### src/rtl/core/sjf_pkg.sv
`timescale 1ns / 1ps
package sjf_pkg;
	localparam int MaxJobs = 16;
	localparam int SlotW = $clog2(MaxJobs);
	localparam int CountW = $clog2(MaxJobs + 1);
	localparam logic [15:0] SliceReset = 16'd15;
	localparam logic [15:0] IoWaitReset = 16'd30;

	typedef enum logic [2:0] {
		OUT_ADDED = 3'd0,
		OUT_FULL = 3'd1,
		OUT_IDLE = 3'd2,
		OUT_DONE = 3'd3,
		OUT_BLOCKED = 3'd4,
		OUT_REQUEUED = 3'd5
	} outcome_t;

	typedef enum logic [0:0] {
		REG_SLICE = 1'b0,
		REG_IOWAIT = 1'b1
	} reg_idx_t;

	typedef enum logic [3:0] {
		ST_IDLE,
		ST_ADD_FIND,
		ST_BINS_SCAN,
		ST_BINS_SHIFT,
		ST_WAKE_CHECK,
		ST_RINS_SCAN,
		ST_RINS_SHIFT,
		ST_RUN_PICK,
		ST_RUN_CALC,
		ST_RUN_MUL,
		ST_RUN_END,
		ST_DONE
	} state_t;

	typedef enum logic [1:0] {
		LIST_NONE,
		LIST_BLOCKED,
		LIST_READY
	} list_t;

	// controller to datapath
	typedef struct packed {
		logic load_item;
		logic add_find;
		logic add_store;
		logic bins_step;
		logic bins_put;
		logic wake_pop;
		logic rins_step;
		logic rins_put;
		logic run_pick;
		logic run_calc;
		logic run_mul;
		logic run_end;
		logic idle_end;
		logic full_end;
		logic emit;
	} sjf_cmd_t;

	// datapath to controller
	typedef struct packed {
		logic is_step;
		logic slot_free;
		logic bins_here;
		logic rins_here;
		logic wake_due;
		logic ready_empty;
		logic run_split;
		logic run_zero;
		list_t next_list;
	} sjf_stat_t;
endpackage

### src/rtl/core/sjf_ctrl.sv
`timescale 1ns / 1ps
module sjf_ctrl (
	input  logic                clk,
	input  logic                arst_n,
	input  logic                start,
	output logic                busy,
	input  sjf_pkg::sjf_stat_t  stat,
	output sjf_pkg::sjf_cmd_t   cmd
);
	sjf_pkg::state_t state_q, state_d;

	always_ff @(posedge clk or negedge arst_n) begin
		if (!arst_n) state_q <= sjf_pkg::ST_IDLE;
		else state_q <= state_d;
	end

	always_comb begin
		state_d = state_q;
		unique case (state_q)
			sjf_pkg::ST_IDLE: begin
				if (start) state_d = sjf_pkg::ST_ADD_FIND;
			end
			sjf_pkg::ST_ADD_FIND: begin
				if (stat.is_step) state_d = sjf_pkg::ST_WAKE_CHECK;
				else if (stat.slot_free) state_d = sjf_pkg::ST_BINS_SCAN;
				else state_d = sjf_pkg::ST_DONE;
			end
			sjf_pkg::ST_BINS_SCAN: begin
				if (stat.bins_here) state_d = sjf_pkg::ST_BINS_SHIFT;
			end
			sjf_pkg::ST_BINS_SHIFT: state_d = sjf_pkg::ST_DONE;
			sjf_pkg::ST_WAKE_CHECK: begin
				if (stat.wake_due) state_d = sjf_pkg::ST_RINS_SCAN;
				else if (stat.ready_empty) state_d = sjf_pkg::ST_DONE;
				else state_d = sjf_pkg::ST_RUN_PICK;
			end
			sjf_pkg::ST_RINS_SCAN: begin
				if (stat.rins_here) state_d = sjf_pkg::ST_RINS_SHIFT;
			end
			sjf_pkg::ST_RINS_SHIFT: begin
				if (stat.next_list == sjf_pkg::LIST_NONE) state_d = sjf_pkg::ST_DONE;
				else state_d = sjf_pkg::ST_WAKE_CHECK;
			end
			sjf_pkg::ST_RUN_PICK: state_d = sjf_pkg::ST_RUN_CALC;
			sjf_pkg::ST_RUN_CALC: state_d = sjf_pkg::ST_RUN_MUL;
			sjf_pkg::ST_RUN_MUL: state_d = sjf_pkg::ST_RUN_END;
			sjf_pkg::ST_RUN_END: begin
				if (stat.run_zero) state_d = sjf_pkg::ST_DONE;
				else if (stat.run_split) state_d = sjf_pkg::ST_BINS_SCAN;
				else state_d = sjf_pkg::ST_RINS_SCAN;
			end
			sjf_pkg::ST_DONE: state_d = sjf_pkg::ST_IDLE;
			default: state_d = sjf_pkg::ST_IDLE;
		endcase
	end

	always_comb begin
		cmd = '0;
		busy = (state_q != sjf_pkg::ST_IDLE);
		unique case (state_q)
			sjf_pkg::ST_IDLE: cmd.load_item = start;
			sjf_pkg::ST_ADD_FIND: begin
				cmd.add_find = 1'b1;
				cmd.add_store = !stat.is_step && stat.slot_free;
				cmd.full_end = !stat.is_step && !stat.slot_free;
			end
			sjf_pkg::ST_BINS_SCAN: cmd.bins_step = 1'b1;
			sjf_pkg::ST_BINS_SHIFT: cmd.bins_put = 1'b1;
			sjf_pkg::ST_WAKE_CHECK: begin
				cmd.wake_pop = stat.wake_due;
				cmd.idle_end = !stat.wake_due && stat.ready_empty;
			end
			sjf_pkg::ST_RINS_SCAN: cmd.rins_step = 1'b1;
			sjf_pkg::ST_RINS_SHIFT: cmd.rins_put = 1'b1;
			sjf_pkg::ST_RUN_PICK: cmd.run_pick = 1'b1;
			sjf_pkg::ST_RUN_CALC: cmd.run_calc = 1'b1;
			sjf_pkg::ST_RUN_MUL: cmd.run_mul = 1'b1;
			sjf_pkg::ST_RUN_END: cmd.run_end = 1'b1;
			sjf_pkg::ST_DONE: cmd.emit = 1'b1;
			default: cmd = '0;
		endcase
	end

	a_emit_from_busy: assert property (@(posedge clk) disable iff (!arst_n)
		cmd.emit |-> busy) else $error("emit outside item");
	a_idle_after_emit: assert property (@(posedge clk) disable iff (!arst_n)
		cmd.emit |=> !busy) else $error("no return to idle");
	a_load_only_idle: assert property (@(posedge clk) disable iff (!arst_n)
		cmd.load_item |=> busy) else $error("item not taken");
endmodule

### src/rtl/core/sjf_datapath.sv
`timescale 1ns / 1ps
module sjf_datapath (
	input  logic                clk,
	input  logic                arst_n,
	input  sjf_pkg::sjf_cmd_t   cmd,
	output sjf_pkg::sjf_stat_t  stat,
	input  logic                action,
	input  logic [7:0]          job_id,
	input  logic [31:0]         arrival_time,
	input  logic [15:0]         exec_time,
	input  logic [15:0]         io_ratio,
	input  logic [15:0]         io_chance,
	input  logic [15:0]         io_split,
	input  logic [15:0]         time_slice_q,
	input  logic [15:0]         io_wait_q,
	output logic                done,
	output logic [2:0]          outcome,
	output logic [7:0]          run_job,
	output logic [31:0]         run_start,
	output logic [15:0]         run_length,
	output logic [15:0]         remaining,
	output logic [31:0]         response_time,
	output logic [31:0]         turnaround_time
);
	localparam int N = sjf_pkg::MaxJobs;
	localparam int SW = sjf_pkg::SlotW;
	localparam int CW = sjf_pkg::CountW;

	// per-slot stores
	logic [7:0]  label_q [N];
	logic [31:0] arrival_q [N];
	logic [15:0] rem_q [N];
	logic [31:0] resp_q [N];
	logic [15:0] ratio_q [N];
	logic [31:0] wake_q [N];
	logic [N-1:0] started_q, in_use_q;
	logic [SW-1:0] rord_q [N];
	logic [SW-1:0] bord_q [N];
	logic [CW-1:0] rcnt_q, bcnt_q;
	logic [31:0] now_q;

	// captured item
	logic        act_q;
	logic [7:0]  id_q;
	logic [31:0] arr_q;
	logic [15:0] exec_q, ratio_in_q, chance_q, split_q;

	// working registers
	logic [SW-1:0] slot_q;
	logic [CW-1:0] pos_q;
	logic [15:0]   run_q, left_q;
	logic          split_q_en;
	logic [31:0]   prod_q;
	sjf_pkg::list_t next_q;

	// result registers
	logic        done_q;
	logic [2:0]  oc_q;
	logic [7:0]  job_q;
	logic [31:0] start_q, resp_out_q, turn_q;
	logic [15:0] len_q, remo_q;

	// lowest free slot
	logic [SW-1:0] free_slot;
	logic          any_free;
	always_comb begin
		free_slot = '0;
		any_free = 1'b0;
		for (int i = N - 1; i >= 0; i--) begin
			if (!in_use_q[i]) begin
				free_slot = SW'(i);
				any_free = 1'b1;
			end
		end
	end

	logic [SW-1:0] bhead, rhead, bcur, rcur;
	logic [15:0] slice_eff, run_base;
	assign bhead = bord_q[0];
	assign rhead = rord_q[0];
	assign bcur = bord_q[pos_q[SW-1:0]];
	assign rcur = rord_q[pos_q[SW-1:0]];
	assign slice_eff = (time_slice_q == 16'd0) ? 16'd1 : time_slice_q;
	assign run_base = (rem_q[slot_q] < slice_eff) ? rem_q[slot_q] : slice_eff;

	logic [15:0] new_rem;
	logic [15:0] io_len;
	logic [31:0] end_time;
	assign io_len = prod_q[31:16] + 16'd1;
	assign new_rem = left_q - (split_q_en ? io_len : run_q);
	assign end_time = now_q + {16'd0, split_q_en ? io_len : run_q};

	assign stat.is_step = act_q;
	assign stat.slot_free = any_free;
	assign stat.bins_here = (pos_q == bcnt_q) || (wake_q[bcur] > wake_q[slot_q]);
	assign stat.rins_here = (pos_q == rcnt_q) || (rem_q[rcur] > rem_q[slot_q]);
	assign stat.wake_due = (bcnt_q != '0) && (wake_q[bhead] <= now_q);
	assign stat.ready_empty = (rcnt_q == '0);
	assign stat.run_split = split_q_en;
	assign stat.run_zero = (new_rem == 16'd0);
	assign stat.next_list = next_q;

	always_ff @(posedge clk or negedge arst_n) begin
		if (!arst_n) begin
			started_q <= '0;
			in_use_q <= '0;
			rcnt_q <= '0;
			bcnt_q <= '0;
			now_q <= '0;
			done_q <= 1'b0;
			next_q <= sjf_pkg::LIST_NONE;
		end else begin
			done_q <= cmd.emit;
			if (cmd.load_item) begin
				act_q <= action;
				id_q <= job_id;
				arr_q <= arrival_time;
				exec_q <= exec_time;
				ratio_in_q <= io_ratio;
				chance_q <= io_chance;
				split_q <= io_split;
				next_q <= sjf_pkg::LIST_NONE;
				resp_out_q <= '0;
				turn_q <= '0;
				len_q <= '0;
				remo_q <= '0;
			end
			if (cmd.full_end) begin
				oc_q <= sjf_pkg::OUT_FULL;
				job_q <= id_q;
				start_q <= '0;
			end
			if (cmd.add_store) begin
				slot_q <= free_slot;
				in_use_q[free_slot] <= 1'b1;
				started_q[free_slot] <= 1'b0;
				label_q[free_slot] <= id_q;
				arrival_q[free_slot] <= arr_q;
				rem_q[free_slot] <= exec_q;
				resp_q[free_slot] <= '0;
				ratio_q[free_slot] <= ratio_in_q;
				wake_q[free_slot] <= arr_q;
				pos_q <= '0;
				oc_q <= sjf_pkg::OUT_ADDED;
				job_q <= id_q;
				start_q <= '0;
			end
			// scan for insert position, ties go after
			if (cmd.bins_step && !stat.bins_here) pos_q <= pos_q + CW'(1);
			if (cmd.rins_step && !stat.rins_here) pos_q <= pos_q + CW'(1);
			if (cmd.bins_put) begin
				for (int i = N - 1; i > 0; i--)
					if (CW'(i) > pos_q && CW'(i) <= bcnt_q) bord_q[i] <= bord_q[i-1];
				bord_q[pos_q[SW-1:0]] <= slot_q;
				bcnt_q <= bcnt_q + CW'(1);
			end
			if (cmd.rins_put) begin
				for (int i = N - 1; i > 0; i--)
					if (CW'(i) > pos_q && CW'(i) <= rcnt_q) rord_q[i] <= rord_q[i-1];
				rord_q[pos_q[SW-1:0]] <= slot_q;
				rcnt_q <= rcnt_q + CW'(1);
				next_q <= sjf_pkg::LIST_NONE;
			end
			if (cmd.wake_pop) begin
				slot_q <= bhead;
				for (int i = 0; i < N - 1; i++) bord_q[i] <= bord_q[i+1];
				bcnt_q <= bcnt_q - CW'(1);
				pos_q <= '0;
				// after the wake sweep the controller returns to wake check
				next_q <= sjf_pkg::LIST_READY;
			end
			if (cmd.idle_end) begin
				oc_q <= sjf_pkg::OUT_IDLE;
				job_q <= '0;
				start_q <= now_q;
				now_q <= now_q + 32'd1;
			end
			if (cmd.run_pick) begin
				slot_q <= rhead;
				for (int i = 0; i < N - 1; i++) rord_q[i] <= rord_q[i+1];
				rcnt_q <= rcnt_q - CW'(1);
			end
			if (cmd.run_calc) begin
				left_q <= rem_q[slot_q];
				run_q <= run_base;
				split_q_en <= (run_base > 16'd1) && (chance_q < ratio_q[slot_q]);
				if (!started_q[slot_q]) begin
					resp_q[slot_q] <= now_q - arrival_q[slot_q];
					started_q[slot_q] <= 1'b1;
				end
			end
			if (cmd.run_mul) prod_q <= 32'(split_q) * 32'(run_q - 16'd1);
			if (cmd.run_end) begin
				rem_q[slot_q] <= new_rem;
				job_q <= label_q[slot_q];
				start_q <= now_q;
				len_q <= split_q_en ? io_len : run_q;
				remo_q <= new_rem;
				resp_out_q <= resp_q[slot_q];
				now_q <= end_time;
				pos_q <= '0;
				next_q <= sjf_pkg::LIST_NONE;
				if (new_rem == 16'd0) begin
					oc_q <= sjf_pkg::OUT_DONE;
					turn_q <= end_time - arrival_q[slot_q];
					in_use_q[slot_q] <= 1'b0;
					started_q[slot_q] <= 1'b0;
				end else if (split_q_en) begin
					oc_q <= sjf_pkg::OUT_BLOCKED;
					wake_q[slot_q] <= end_time + {16'd0, io_wait_q};
				end else begin
					oc_q <= sjf_pkg::OUT_REQUEUED;
				end
			end
		end
	end

	assign done = done_q;
	assign outcome = oc_q;
	assign run_job = job_q;
	assign run_start = start_q;
	assign run_length = len_q;
	assign remaining = remo_q;
	assign response_time = resp_out_q;
	assign turnaround_time = turn_q;

	a_counts_bound: assert property (@(posedge clk) disable iff (!arst_n)
		(rcnt_q + bcnt_q) <= CW'(N)) else $error("list overflow");
	a_run_nonzero_done: assert property (@(posedge clk) disable iff (!arst_n)
		cmd.emit && oc_q == sjf_pkg::OUT_BLOCKED |-> remo_q != 16'd0)
		else $error("blocked with no work left");
	a_pick_nonempty: assert property (@(posedge clk) disable iff (!arst_n)
		cmd.run_pick |-> rcnt_q != '0) else $error("pick from empty list");
endmodule

### src/rtl/core/sjf_timeslice_scheduler.sv
`timescale 1ns / 1ps
// shortest-job-first scheduler with time slice and i/o splits
// channels: command input (start/busy), one result per item on a strobe (done),
// and an apb-style port for time_slice (0x0) and io_wait (0x4)
// an item is taken when start is high and busy is low; busy stays high until
// the result strobe, and in the cycle of the strobe the next item can be taken
// from accept to the result strobe: an add finds a free slot, scans the
// blocked list one entry per cycle for its place (ties go after), inserts
// and finishes; a full table finishes after the slot search; an idle step
// checks for a due wake-up and finishes; a step that runs a job first moves
// each due job into the ready list by its own scan and insert, then picks
// the ready head, works out the run and the split, multiplies and ends the
// run, then scans and inserts the job into the ready or blocked list unless
// it is done
// done pulses for one cycle with the result valid; the receiver cannot stall
// reset clears the lists, slot use, started bits and the clock, and loads
// time_slice 15 and io_wait 30; per-slot stores hold no reset value
module sjf_timeslice_scheduler (
	input  logic        clk,
	input  logic        arst_n,
	input  logic        start,
	output logic        busy,
	input  logic        action,
	input  logic [7:0]  job_id,
	input  logic [31:0] arrival_time,
	input  logic [15:0] exec_time,
	input  logic [15:0] io_ratio,
	input  logic [15:0] io_chance,
	input  logic [15:0] io_split,
	output logic        done,
	output logic [2:0]  outcome,
	output logic [7:0]  run_job,
	output logic [31:0] run_start,
	output logic [15:0] run_length,
	output logic [15:0] remaining,
	output logic [31:0] response_time,
	output logic [31:0] turnaround_time,
	input  logic        psel,
	input  logic        penable,
	input  logic        pwrite,
	input  logic [2:0]  paddr,
	input  logic [31:0] pwdata,
	output logic [31:0] prdata,
	output logic        pready
);
	sjf_pkg::sjf_cmd_t  cmd;
	sjf_pkg::sjf_stat_t stat;
	logic [15:0] slice_q, iowait_q;
	logic wr_en;

	// config registers at word-aligned byte addresses
	assign pready = 1'b1;
	assign wr_en = psel && penable && pwrite;
	always_ff @(posedge clk or negedge arst_n) begin
		if (!arst_n) begin
			slice_q <= sjf_pkg::SliceReset;
			iowait_q <= sjf_pkg::IoWaitReset;
		end else if (wr_en && paddr[1:0] == 2'b00 && paddr[2] == 1'b0) begin
			slice_q <= pwdata[15:0];
		end else if (wr_en && paddr[1:0] == 2'b00 && paddr[2] == 1'b1) begin
			iowait_q <= pwdata[15:0];
		end
	end
	always_comb begin
		prdata = '0;
		unique case (sjf_pkg::reg_idx_t'(paddr[2]))
			sjf_pkg::REG_SLICE: prdata = {16'd0, slice_q};
			sjf_pkg::REG_IOWAIT: prdata = {16'd0, iowait_q};
			default: prdata = '0;
		endcase
	end

	sjf_ctrl u_ctrl (
		.clk(clk), .arst_n(arst_n), .start(start), .busy(busy),
		.stat(stat), .cmd(cmd)
	);

	sjf_datapath u_dp (
		.clk(clk), .arst_n(arst_n), .cmd(cmd), .stat(stat),
		.action(action), .job_id(job_id), .arrival_time(arrival_time),
		.exec_time(exec_time), .io_ratio(io_ratio), .io_chance(io_chance),
		.io_split(io_split), .time_slice_q(slice_q), .io_wait_q(iowait_q),
		.done(done), .outcome(outcome), .run_job(run_job), .run_start(run_start),
		.run_length(run_length), .remaining(remaining),
		.response_time(response_time), .turnaround_time(turnaround_time)
	);
endmodule

### config.mk
export PLATFORM = sky130hd
export DESIGN_NAME = sjf_timeslice_scheduler
export DESIGN_NICKNAME = d
export VERILOG_FILES = /design/src/rtl/core/sjf_pkg.sv /design/src/rtl/core/sjf_ctrl.sv /design/src/rtl/core/sjf_datapath.sv /design/src/rtl/core/sjf_timeslice_scheduler.sv
export SDC_FILE = /design/constraint.sdc
export NUM_CORES = 2
export LEC_CHECK = 0
export BUFFER_PORTS_ARGS = -buffer_cell sky130_fd_sc_hd__buf_2
export CAP_MARGIN = 30
export CORE_MARGIN = 10
export CORE_UTILIZATION = 35
export CTS_BUF_LIST = sky130_fd_sc_hd__clkbuf_8
export DETAILED_ROUTE_END_ITERATION = 8
export PLACE_DENSITY = 0.54
export SYNTH_ARGS = -nofsm -noshare
export SYNTH_HDL_FRONTEND = slang
export SYNTH_SLANG_ARGS = --single-unit
### constraint.sdc
create_clock -name clk -period 12.91 [get_ports clk]
set_input_delay 0 -clock clk [delete_from_list [all_inputs] [get_ports clk]]
set_output_delay 0 -clock clk [all_outputs]
set_load 0.03 [all_outputs]
Word level (Yosys, flattened, before mapping)
Memory sizes are Yosys's and may differ from the RTL's. A register that Yosys moved wholly into a read port is not among the register bits.
Cells that the tools add are included.
{ "classes": {"add_sub_neg": 13, "multipliers": 1, "magnitude_cmp": 55, "n_eq_ne": 16, "n_mux": 275, "n_bitwise": 37, "n_reduce_logical": 118} }
{ "op_table": {"columns": ["op", "count"], "rows": [
  ["$mux W32", 13],
  ["$mux W4", 73],
  ["$mux W16", 15],
  ["$mux W1", 148],
  ["$logic_and A1 B1 Y1", 82],
  ["$le A4 B5 Y1 const A", 16],
  ["$add A32 B16 Y32", 2],
  ["$pmux W32 S2", 1],
  ["$reduce_or A32 Y1", 2],
  ["$sub A32 B32 Y32", 2],
  ["$and A16 B16 Y16", 3],
  ["$pmux W4 S11", 1],
  ["$gt A4 B5 Y1 const A", 8],
  ["$le A3 B5 Y1 const A", 8],
  ["$mux W5", 7],
  ["$add A32 B1 Y32 const B", 1],
  ["$gt A32 B32 Y1", 1],
  ["$le A32 B32 Y1", 1],
  ["$logic_not A16 Y1", 2],
  ["$lt A16 B16 Y1", 2],
  ["$mul A16 B32 Y32", 1],
  ["$mux W8", 4],
  ["$not A16 Y16", 2],
  ["$or A16 B16 Y16", 2],
  ["41 further kinds", 118]
]} }
{ "word_totals": {"regBits": 431, "ram_bits": 2304, "inputBits": 146, "memories": 8} }
{ "memory_table": {"columns": ["name", "words", "width", "read_ports", "rd_clocked_by_memory_dff", "wr", "line_no", "text"], "rows": [
  ["u_dp.arrival_q", 16, 32, 1, 1, 1, "sjf_datapath.sv:31", "logic [31:0] arrival_q [N];"],
  ["u_dp.resp_q", 16, 32, 1, 1, 1, "sjf_datapath.sv:33", "logic [31:0] resp_q [N];"],
  ["u_dp.wake_q", 16, 32, 3, 1, 1, "sjf_datapath.sv:35", "logic [31:0] wake_q [N];"],
  ["u_dp.ratio_q", 16, 16, 1, 1, 1, "sjf_datapath.sv:34", "logic [15:0] ratio_q [N];"],
  ["u_dp.rem_q", 16, 16, 2, 1, 1, "sjf_datapath.sv:32", "logic [15:0] rem_q [N];"],
  ["u_dp.label_q", 16, 8, 1, 1, 1, "sjf_datapath.sv:30", "logic [7:0] label_q [N];"],
  ["2 more memories", null, null, null, null, null, null, null]
]} }

Logic depth before layout (Yosys ltp)
{ "logic_depth": {"depth_word": 29, "mapped_depth": 30, "depth_no_buf": 29} }

Modules after synthesis
Synthesis repeated with hierarchy kept, for this count alone.
{ "hier_totals": {"hier_cells": 10431, "hier_area_um2": 145681.0} }
{ "modules_own_cells": {"columns": ["mod", "n_inst", "cells_per_inst", "area_each_um2", "seq_area_each_um2"], "rows": [
  ["sjf_datapath", 1, 10256, 143567.7, 80317.0],
  ["sjf_timeslice_scheduler", 1, 108, 1609.0, 810.8],
  ["sjf_ctrl", 1, 67, 504.2, 100.1]
]} }

Worst setup path after synthesis
Ideal clock, no wire load.
{ "synth_path": {"path_kind": "reg-to-reg", "from": "reg u_ctrl.state_q[1]", "to": "mem u_dp.arrival_q[12][0], enable pin", "t_arrival_ps": 7248, "slack_ps": 5053, "stages_incl_launch_ff": 8, "period_less_slack_ps": 7857, "cell_sequence": "dfrtp_1 > clkbuf_1 > nand2b_1 > nor4_1 > nand2_1 > nor2_1 > inv_1 > nor4_1"} }
{ "synth_between": {"elab_chain_len": 5} }
{ "synth_rtl": {"columns": ["item", "line_no", "text"], "rows": [
  ["from (decl)", "sjf_ctrl.sv:10", "sjf_pkg::state_t state_q, state_d;"],
  ["from (signal assigned)", "sjf_ctrl.sv:13", "if (!arst_n) state_q <= sjf_pkg::ST_IDLE;"],
  ["from (signal assigned)", "sjf_ctrl.sv:14", "else state_q <= state_d;"],
  ["$eq A4 B1 Y1", "sjf_ctrl.sv:60", "unique case (state_q)"],
  ["$mux W1", "sjf_ctrl.sv:60", null],
  ["$mux W1", "sjf_datapath.sv:133", "if (cmd.add_store) begin"],
  ["$logic_and A1 B1 Y1 (not written as such)", "sjf_datapath.sv:138", "arrival_q[free_slot] <= arr_q;"],
  ["$mux W1 (not written as such)", "sjf_datapath.sv:138", null],
  ["to (decl)", "sjf_datapath.sv:31", null]
]} }
Every way passes these cells.

Final worst setup path
{ "layout_path": {"from": "reg u_dp.run_q[0]", "to": "reg u_dp.prod_q[31], data pin"} }
{ "layout_between": {"elab_chain_len": 2} }
{ "layout_rtl": {"columns": ["item", "line_no", "text"], "rows": [
  ["from (decl)", "sjf_datapath.sv:51", "logic [15:0] run_q, left_q;"],
  ["from (signal assigned)", "sjf_datapath.sv:185", "run_q <= run_base;"],
  ["$sub A16 B1 Y17", "sjf_datapath.sv:192", "if (cmd.run_mul) prod_q <= 32'(split_q) * 32'(run_q - 16'd1);"],
  ["$mul A16 B32 Y32", "sjf_datapath.sv:192", null],
  ["to (signal assigned)", "sjf_datapath.sv:192", null],
  ["to (decl)", "sjf_datapath.sv:53", "logic [31:0] prod_q;"]
]} }
Every way passes these cells.
A chain may end at the register's enable or synchronous reset.

==> results.txt <==
The run finished with clean final reports. The clock period minus final worst setup slack was 8.783 ns; the post-layout total power was 34.76 mW. After filler insertion, the fill cell instance count of the layout stands at 35500. Clock tree synthesis found a total of 2726 sinks.

In the final layout, the multi-input gates occupy 52260 um2. The proportion of register bits with asynchronous set or reset after synthesis came out at 0.04109. The post-synthesis average cell area is 16.20 um2, and the transition at the pin with the smallest max-transition slack is 1.166 ns. In this run the count of I/O pins placed on the die edge is 320.

Entering global routing, the biggest net connects 104 pins. The synthesized area is 136600 um2. The area share of the largest cell type after synthesis is 0.5727, and the number of global-route vias before repair is 85470. The count of antenna-violating nets left after detailed routing came out at 0. Setup slack on the worst reg-to-reg path comes out at 4.13 ns.

The floorplan has 229 rows. The die outline width is 644.8 um, and the final cell count without fillers is 14880. The synthesized design contains 2726 register bits.

For the overall global routing resource usage, the log shows 0.1998. Summing all flip-flop and latch instances after layout gives 81240 um2. The HPWL after detailed placement is 269.6 mm.

TritonCTS built the clock tree. Counting flops with a built-in enable in the synthesized netlist gives 2606. The count of H-tree levels built during CTS was 5; the total wire length after detailed routing was 427.5 mm. The startpoint type of the worst setup path is a flop. For this run, the slowest stage of the critical path takes 0.68 ns. Path depth of the worst reg2reg path: 28. For the initial core utilization, the log shows 0.3512. The tools report the worst reg2reg path startpoint as u_dp.run_q[0]. For the worst-skew pair, the clock arrives at the later sink with an insertion delay of 1.20 ns. The total vias in the final route came out at 82750. The longest clock path from root to sink contains 4 buffers. The max-slew violation total from the final report is 0. Critical path class: flop to flop. The worst setup path is captured at a flop.

The path with the worst hold slack has its endpoint at u_dp.arr_q[28]. Startpoint of the worst hold path: arrival_time[28]. Leaving out fill and tap cells, the most frequent cells in the layout are edfxtp_1, mux4_2, inv_1. The total CTS buffers was 452. Along the worst hold path, the cell count comes to 3. The core footprint came out at 389100 um2. The most area-hungry cell type in the Yosys netlist is edfxtp_1. The leading cell type in the layout, fill and taps excluded was edfxtp_1. The end of the worst register-to-register path was u_dp.prod_q[31]. Between clock sinks in the finished design, the worst skew comes to 0.1480 ns.

The run gives 0 as the count of unresolved DRC violations after routing. Of all nets on the critical path, the largest fanout is 16. The number of max-capacitance violations reported is 0. Once the clock tree was built, the resizer swapped 0 gates to a different size. The clock slew at the register clock pins of the worst setup and hold paths works out to 0.06 ns.

After synthesis, the cell types taking the most area are edfxtp_1, mux4_2, fa_1, ha_1, dfrtp_1. The initial antenna violation count is 35. Dividing the detail-routed wire length by the instance count gives 28.74 um. The run gives 0 as the total number of yosys warnings. Derived from the worst setup path, the maximum achievable clock frequency is 113.9 MHz. The share of the core filled with cells in the final layout is 0.4038.

During placement, the flow inserted port buffers numbering 286. The congestion estimate from routability-driven global placement came to 0.8635. Worst-case vdd ir drop: 455.1 uV. The synthesized netlist contains 98 unique library cells.

In the final design database the tool counted 10020 nets. The tools report the worst path arrival time as 9.64 ns. From synthesis to final layout, the design area changed by 14.98%. The share of the yosys chip area belonging to registers was 0.5945; the number of violations reported at the end of detailed-routing iteration 0 was 8622. Critical-path cell with the highest stage delay: edfxtp_1. The classification of the worst-slack hold path was primary input to flop. The floorplan step defined a die boundary enclosing 415800 um2.

In this run the power density over the cells is 221.2 nW/um2. The worst slew margin relative to its limit was 0.2146. The global-route wire length before repair was 612.2 mm. Setup violations remaining at the end of the flow were counted as 0.

The tree is rooted in a clkbuf_8. For this design the static power due to leakage is 55.09 nW. The run gives 0 as the remaining global-route overflow. After technology mapping, the gate count stands at 8434. Including well taps, the total number of placed cells is 13710.

For the final routed database, the setup TNS stands at 0 ns. After detailed routing, the number of vias per cell comes to 5.563. Setup repair after global routing left no endpoint under its margin. The fraction of layout cells with a size suffix above 1 works out to 0.2493.

The number of hold violations in the final report is 0, and the height of the die is 644.8 um. The most used flip-flop cell after synthesis is edfxtp_1. The pre-antenna-repair detailed-routing pass consisted of 6 iterations. Among the stages of the critical path, the cell type that occurs most often is fa_1. The share of the clock period used by the worst path was 0.6803; the required time of the critical path was 13.77 ns.
==> flip-flops by register name, indices dropped and copies added (netlist names), 32 cells and up, named ones only <==
register,cells
u_dp.resp_q,512
u_dp.rem_q,256
u_dp.label_q,128
u_dp.ratio_q,256
u_dp.now_q,32
u_dp.arrival_q,512
u_dp.bord_q,64
u_dp.arr_q,32
u_dp.wake_q,512
u_dp.run_start,32
u_dp.rord_q,64
u_dp.turnaround_time,32
u_dp.response_time,32
==> synth_stat cells, drive strengths merged (12+ instances only) <==
cell type and n:
clkbuf 287, mux2 116, a31oi 85, o21bai 15, a211o 12, nor2b 58
xor2 66, fa 274, dfrtp 104, xnor2 137, nand2 553, inv 519
o211ai 14, o21a 42, o21ai 273, or3 23, and3 29, ha 298
a21oi 311, a211oi 28, mux4 1070, o31ai 17, nor3 78, a22oi 13
nor4 31, nand4 54, buf 183, nand2b 47, a21o 71, and2 161
nor2 405, edfxtp 2606, o311ai 12, nand3 139, mux2i 137, and4 15
==> cells by family after synthesis <==
kind of cell               Yosys count  share of synthesized area
muxes                             1323                     0.1960
xor gates and xnor gates           203                    0.01301
and+or+nand+nor                   1637                    0.05654
adders and majority gates          572                    0.06743
other                                2                 0.00005496
AOI/OAI and AO/OA                  982                    0.04360
buffers and inverters              989                    0.02889
DFF                               2726                     0.5945
==> layout make-up <==
| type | instances | area share |
|---|---|---|
| Sequential cell | 2726 | 0.5171 |
| Multi-Input combinational cell | 4734 | 0.3326 |
| Timing Repair Buffer | 867 | 0.04358 |
| Tap cell | 5197 | 0.04139 |
| Clock buffer | 467 | 0.04091 |
| Inverter | 519 | 0.01242 |
| Clock inverter | 349 | 0.01168 |
| Antenna cell | 18 | 0.0002867 |
==> repair_timing <==
item / 4_1_cts / 5_1_grt
hold buffers: 329 / 0
buffers inserted: 0 / 0
endpoints found under the hold margin: 427 / 0
endpoints found under the setup margin: 0 / 0
==> through the flow <==
stage          setup WS (ns)  hold WS, ns  cell area [um2]
5_1_grt                3.647      0.04468           157100
2_1_floorplan          5.053      -0.2956           136700
3_5_place_dp           4.186     -0.09255           145400
3_3_place_gp           4.181     -0.09307           145000
6_report               4.127       0.1141           157100
4_1_cts                4.112    0.0009683           157000
==> critical path, delay by kind of cell, from the launching register on <==
kind	cells	cell delay, ns
XOR/XNOR	2	0.34
AND/OR/NAND/NOR	5	1.06
buffers and inverters	6	1.04
flip-flops	1	0.68
adder cells (fa/ha/maj)	8	3.61
AO/OA/AOI/OAI	7	1.74
==> worst max-delay path by stage <==
| stage | to | start | slack [ns] | cells past startpoint |
|---|---|---|---|---|
| 2_1_floorplan | u_dp.arrival_q[12][0] | u_ctrl.state_q[1] | 5.05 | 7 |
| 3_3_place_gp | u_dp.prod_q[31] | u_dp.run_q[0] | 4.18 | 28 |
| 3_5_place_dp | u_dp.prod_q[31] | u_dp.run_q[0] | 4.19 | 28 |
| 4_1_cts | u_dp.prod_q[31] | u_dp.run_q[0] | 4.11 | 28 |
| 5_1_grt | u_dp.prod_q[31] | u_dp.run_q[0] | 3.65 | 28 |
| 6_report | u_dp.prod_q[31] | u_dp.run_q[0] | 4.13 | 28 |
==> power breakdown <==
part | total, mW | internal [mW] | switching [mW] | leakage, nW
Sequential | 11.0 | 10.5 | 0.523 | 25.2
Combinational | 16.6 | 6.81 | 9.76 | 25.1
Clock | 7.18 | 3.54 | 3.64 | 4.82
==> metal layers <==
layer | vias up | GRT usage | routed length (um) | share of wire
met5 | - | 0 | 64 | 0.00015
met4 | 10 | 0.07460 | 17920 | 0.042
li1 | 34830 | - | - | -
met2 | 3455 | 0.3333 | 207600 | 0.49
met1 | 43690 | 0.2618 | 171400 | 0.40
met3 | 778 | 0.03509 | 30490 | 0.071
Note: power is estimated with default switching activity, not from simulation.
